File: src/sv/glcm_pkg.sv
package glcm_pkg;

   localparam int GRAY_LEVELS_DEF = 256;
   localparam int COUNT_BITS_DEF  = 16;

   localparam int LEVEL_W = 8;
   localparam int BIN_W   = 9;
   localparam int OP_W    = 3;
   localparam int VALUE_W = 16;
   localparam int CSR_AW  = 3;

   localparam logic [OP_W-1:0] OP_CLEAR   = 3'd0;
   localparam logic [OP_W-1:0] OP_ADD     = 3'd1;
   localparam logic [OP_W-1:0] OP_RD_CELL = 3'd2;
   localparam logic [OP_W-1:0] OP_RD_SUM  = 3'd3;
   localparam logic [OP_W-1:0] OP_RD_DIFF = 3'd4;
   localparam logic [OP_W-1:0] OP_RD_X    = 3'd5;
   localparam logic [OP_W-1:0] OP_RD_Y    = 3'd6;
   localparam logic [OP_W-1:0] OP_NOP     = 3'd7;

   localparam logic CSR_IDX_SYMMETRIC = 1'b0;

   // command passed from the front end to the execution side
   typedef struct packed {
      logic [OP_W-1:0]    op;
      logic [LEVEL_W-1:0] ref_level;
      logic [LEVEL_W-1:0] nbr_level;
      logic [BIN_W-1:0]   bin_index;
      logic               sym;
   } cmd_type;

endpackage

File: src/sv/glcm_front.sv
module glcm_front
   import glcm_pkg::*;
#(
   parameter int GRAY_LEVELS = GRAY_LEVELS_DEF
) (
   input  logic                clock,
   input  logic                reset,
   input  logic                req_valid,
   output logic                req_ready,
   input  logic [OP_W-1:0]     req_op,
   input  logic [LEVEL_W-1:0]  req_ref_level,
   input  logic [LEVEL_W-1:0]  req_nbr_level,
   input  logic [BIN_W-1:0]    req_bin_index,
   input  logic                sym_mode,
   output logic                q_valid,
   output cmd_type             q_cmd,
   input  logic                q_pop
);

   localparam int Q_DEPTH = 2;
   localparam int QP_W    = $clog2(Q_DEPTH);
   localparam int SUM_BINS = 2 * GRAY_LEVELS - 1;

   cmd_type             q_ff [Q_DEPTH];
   logic [QP_W-1:0]     wr_ptr_ff, wr_ptr_in;
   logic [QP_W-1:0]     rd_ptr_ff, rd_ptr_in;
   logic [QP_W:0]       count_ff, count_in;
   logic                push;
   logic                ref_ok, nbr_ok;
   cmd_type             cls;

   assign ref_ok = 32'(req_ref_level) < 32'(GRAY_LEVELS);
   assign nbr_ok = 32'(req_nbr_level) < 32'(GRAY_LEVELS);

   // out-of-range operands turn into a no-op that still answers
   always_comb begin
      cls.op        = req_op;
      cls.ref_level = req_ref_level;
      cls.nbr_level = req_nbr_level;
      cls.bin_index = req_bin_index;
      cls.sym       = sym_mode;
      case (req_op)
         OP_CLEAR: cls.op = OP_CLEAR;
         OP_ADD, OP_RD_CELL: begin
            if (!(ref_ok && nbr_ok)) cls.op = OP_NOP;
         end
         OP_RD_SUM: begin
            if (!(32'(req_bin_index) < 32'(SUM_BINS))) cls.op = OP_NOP;
         end
         OP_RD_DIFF: begin
            if (!(32'(req_bin_index) < 32'(GRAY_LEVELS))) cls.op = OP_NOP;
         end
         OP_RD_X: begin
            if (!ref_ok) cls.op = OP_NOP;
         end
         OP_RD_Y: begin
            if (!nbr_ok) cls.op = OP_NOP;
         end
         default: cls.op = OP_NOP;
      endcase
   end

   assign req_ready = count_ff < (QP_W+1)'(Q_DEPTH);
   assign push      = req_valid && req_ready;
   assign q_valid   = count_ff != '0;
   assign q_cmd     = q_ff[rd_ptr_ff];

   always_comb begin
      wr_ptr_in = wr_ptr_ff;
      rd_ptr_in = rd_ptr_ff;
      count_in  = count_ff;
      if (push) wr_ptr_in = wr_ptr_ff + 1'b1;
      if (q_pop) rd_ptr_in = rd_ptr_ff + 1'b1;
      if (push && !q_pop) count_in = count_ff + 1'b1;
      else if (!push && q_pop) count_in = count_ff - 1'b1;
   end

   always_ff @(posedge clock) begin
      if (reset) begin
         wr_ptr_ff <= '0;
         rd_ptr_ff <= '0;
         count_ff  <= '0;
      end else begin
         wr_ptr_ff <= wr_ptr_in;
         rd_ptr_ff <= rd_ptr_in;
         count_ff  <= count_in;
      end
   end

   always_ff @(posedge clock) begin
      if (push) q_ff[wr_ptr_ff] <= cls;
   end

endmodule

File: config.mk
export PLATFORM = sky130hd
export DESIGN_NAME = glcm_front
export DESIGN_NICKNAME = d
export VERILOG_FILES = /design/src/sv/glcm_pkg.sv /design/src/sv/glcm_front.sv
export SDC_FILE = /design/constraint.sdc
export NUM_CORES = 1
export LEC_CHECK = 0
export ABC_AREA = 1
export BUFFER_PORTS_ARGS = -buffer_cell sky130_fd_sc_hd__buf_2
export CAP_MARGIN = 10
export CORE_MARGIN = 4
export CORE_UTILIZATION = 35
export DETAILED_ROUTE_END_ITERATION = 6
export PLACE_DENSITY = 0.69
export SYNTH_ARGS = -nofsm -noshare
export SYNTH_HDL_FRONTEND = slang
export SYNTH_SLANG_ARGS = --single-unit
File: constraint.sdc
create_clock -name clock -period 2.1 [get_ports clock]
set_clock_uncertainty 0.2 [all_clocks]
set_input_delay 0 -clock clock [delete_from_list [all_inputs] [get_ports clock]]
set_output_delay 0 -clock clock [all_outputs]
set_load 0.005 [all_outputs]
==> impl_results.md <==
- Die area: around 0.0083 sq mm
- Clk Latency, worst-skew pair: between 0.3 and 0.4 ns
- Post-synth ARST share: 0%
- Worst slew margin: between 70 and 80%
- Routed wire length: approximately 4400 microns
- Top post-synthesis cells by area: edfxtp_1, mux2_2, mux2_4, dfxtp_1, inv_1
- CP Data Arrival Time: approximately 1.6 ns
- Via count: approximately 1400
- Clock sinks: 63
- Nets: around 280
- Crit Path Category: register to primary output
- Crit share post-route: 86.68%
- ANT cells: 0
- CTS Root Buffer Type: clkbuf_8
- Yosys cell types: 17
- 1st-pass router iterations: 5
- Top cell type's share of synthesized area: a little under three quarters
- Dpl cell area: 0.002884 sq mm
- Post-route cell area: between 0.003 and 0.004 sq mm
- Run status: finished clean
- CP Buf/Inv Count: 2
- CP max stage delay: just under 0.6 ns
- Setup violators final: 0
- DRC viols: 0
- Setup Total Neg Slack: 0 ns
- Critical Path Sink Type: primary output
- WL/cell: 13.54 microns
- Vias in the first global route: roughly 1500
- Post-synthesis to final-layout area growth: 38.78%
- Clk pin slew, worst setup/hold paths: about 0.060 ns
- Initial DRC count: 38
- Clock period minus worst slack: 1.820 ns
- Die width: between 90 and 100 microns
- Gr usage total: between 10% and 20%
- Seq/Total Area, Yosys: between 70% and 80%
- Total grt overflow: 0
- Largest net degree at the start of global routing: 24
- Syn Nets: roughly 170
- Placed cell count: 280
- DP HPWL: between 2000 and 3000 microns
- CTS tree: built
- Largest area contributor in the netlist: edfxtp_1
- Max Transition Viols Final: 0
- Primary FF master, synth: edfxtp_1
- Post-synth EDFFs: slightly below 60
- Final hold vios: 0
- MaxCap Viol Count: 0
- Post-route ant nets: 0
- CTS Buffer Depth: 2
- Critical Path Fanout Max: 17
- RSZ-0062 raised after global routing: false
- Layout cells sized above 1: 43.72%
- Worst path required time: 1.90 ns
- Hold Path Class: input port to register
- Non-filler cells, final: approximately 330
- Leakage power: between 1 and 1.5 nW
- H-tree Lvls: 3
- Worst hold slack: roughly 0.025 ns
- #FFs+latches synth: between 60 and 70
- Cells after synthesis: roughly 140
- # IOs: 64
- Postcts setup bufs: 0
- Most frequent cells after synthesis: edfxtp_1, mux2_2, inv_1, nand2_1, mux2_4
- Area of the multi-input gates: between 500 and 600 sq um
- Syn Area/Cell: ~18 sq um
- Crit-path cells: buf_12 > mux2_2 > buf_2
- Worst reg-to-reg setup slack: 0.49 ns
- Synth warn: 0
- Antenna violations before repair: 0
- Maximum vdd ir drop: ~390 uV
- First-pass GRT wire length: 6955 microns
- Starting Density: 35.81%
- Filler cells: approximately 580
- FP Rows: 30
- Number of buffers created by CTS: 9
- I/O Buffers: 63
- Area of the core: a little under 0.007 sq mm
- GPL Wtd Cong: about 0.7
- PD cells: a little over 800 mW/mm^2
- Fmax: 549.4 MHz
- Mapped Area: 0.002420 sq mm
- Critical-path top delay cell: dfxtp_2
- Seq. cell area: roughly 0.0018 sq mm
- Top-count cell post-synth: edfxtp_1
- Startpoint types: register
- Vias/cell: between 4 and 5
- Actual slew at the worst max-slew pin: around 0.4 ns
- Family with the most delay on the worst path: flip-flops
- Chip height: roughly 91 microns
[what timing repair did]
item	in CTS	in global routing
hold buffers	33	0
endpoints found under the hold margin	63	0
gates resized for setup	0	0
[worst register-to-register path, delay by kind of cell (launching register included)]
family | cells | cell delay [ns]
flops | 1 | 0.31
simple gates | 2 | 0.48
buf+inv | 2 | 0.33
[layer usage]
metal | up-vias | GRT usage, % | wire [microns] | share of wire, %
li1 | 717 | - | - | -
met1 | 659 | 12.88 | 1899 | 43
met2 | 44 | 18.21 | 2177 | 49
met3 | 10 | 3.728 | 240 | 5.4
met4 | 0 | 7.161 | 110 | 2.5
met5 | - | 0 | 0 | 0
[cells in the final DEF (no fill, tap or decap), drive strengths merged, types with 2 or more instances in the layout]
cell         count
edfxtp          58
nand2           11
nor2             7
o21ai            3
clkinv           3
buf             66
dlygate4sd3     33
mux2            29
inv             12
clkbuf          11
dfxtp            5
nand3            2
nor3             2
[path summary, 6_finish.rpt]
check           endpoint        start  cells past startpoint
max reg2reg  q_ff[0][16]  count_ff[1]                      4
min reg2reg  count_ff[0]  count_ff[0]                      2
max            q_cmd[27]     register                      3
min            wr_ptr_ff    req_valid                      5
[where the power goes]
group          switching [W]  total (W)  internal [W]  leakage [nW]
registers          0.0000374    0.00153       0.00149         0.581
logic               0.000193   0.000438      0.000245         0.684
clock network       0.000392   0.000796      0.000405        0.0741
total               0.000622    0.00276       0.00214          1.34
[sequential cells by signal, summed over array words and instances, names as in the netlist, named ones only]
name and cells:
rd_ptr_ff 1, wr_ptr_ff 1, q_ff 58, count_ff 2
[metrics by stage]
step	power [W]	setup WS (ns)	util, %
2_1_floorplan	0.001764	0.2039	-
3_3_place_gp	0.001946	0.4939	42.69
3_5_place_dp	0.001958	0.4831	42.69
4_1_cts	0.002815	0.2190	49.70
5_1_grt	0.002915	0.1613	49.70
6_report	0.002764	0.2798	49.70
[kinds of logic after synthesis]
group	Yosys count	share of synthesized area, %
compound gates	4	0.8269
xor+xnor	1	0.3620
fa+ha+maj	1	0.5170
buf+inv	15	2.999
flops	63	76.11
mux	29	15.05
simple gates	24	4.137
[final cells by class]
| class | instances | area share (%) |
|---|---|---|
| Clock inverter | 3 | 0.3726 |
| Tap cell | 80 | 2.981 |
| Sequential cell | 63 | 54.88 |
| Inverter | 12 | 1.341 |
| Multi-Input combinational cell | 59 | 15.50 |
| Clock buffer | 11 | 3.912 |
| Timing Repair Buffer | 99 | 21.01 |
Note: power is estimated with default switching activity, not from simulation.
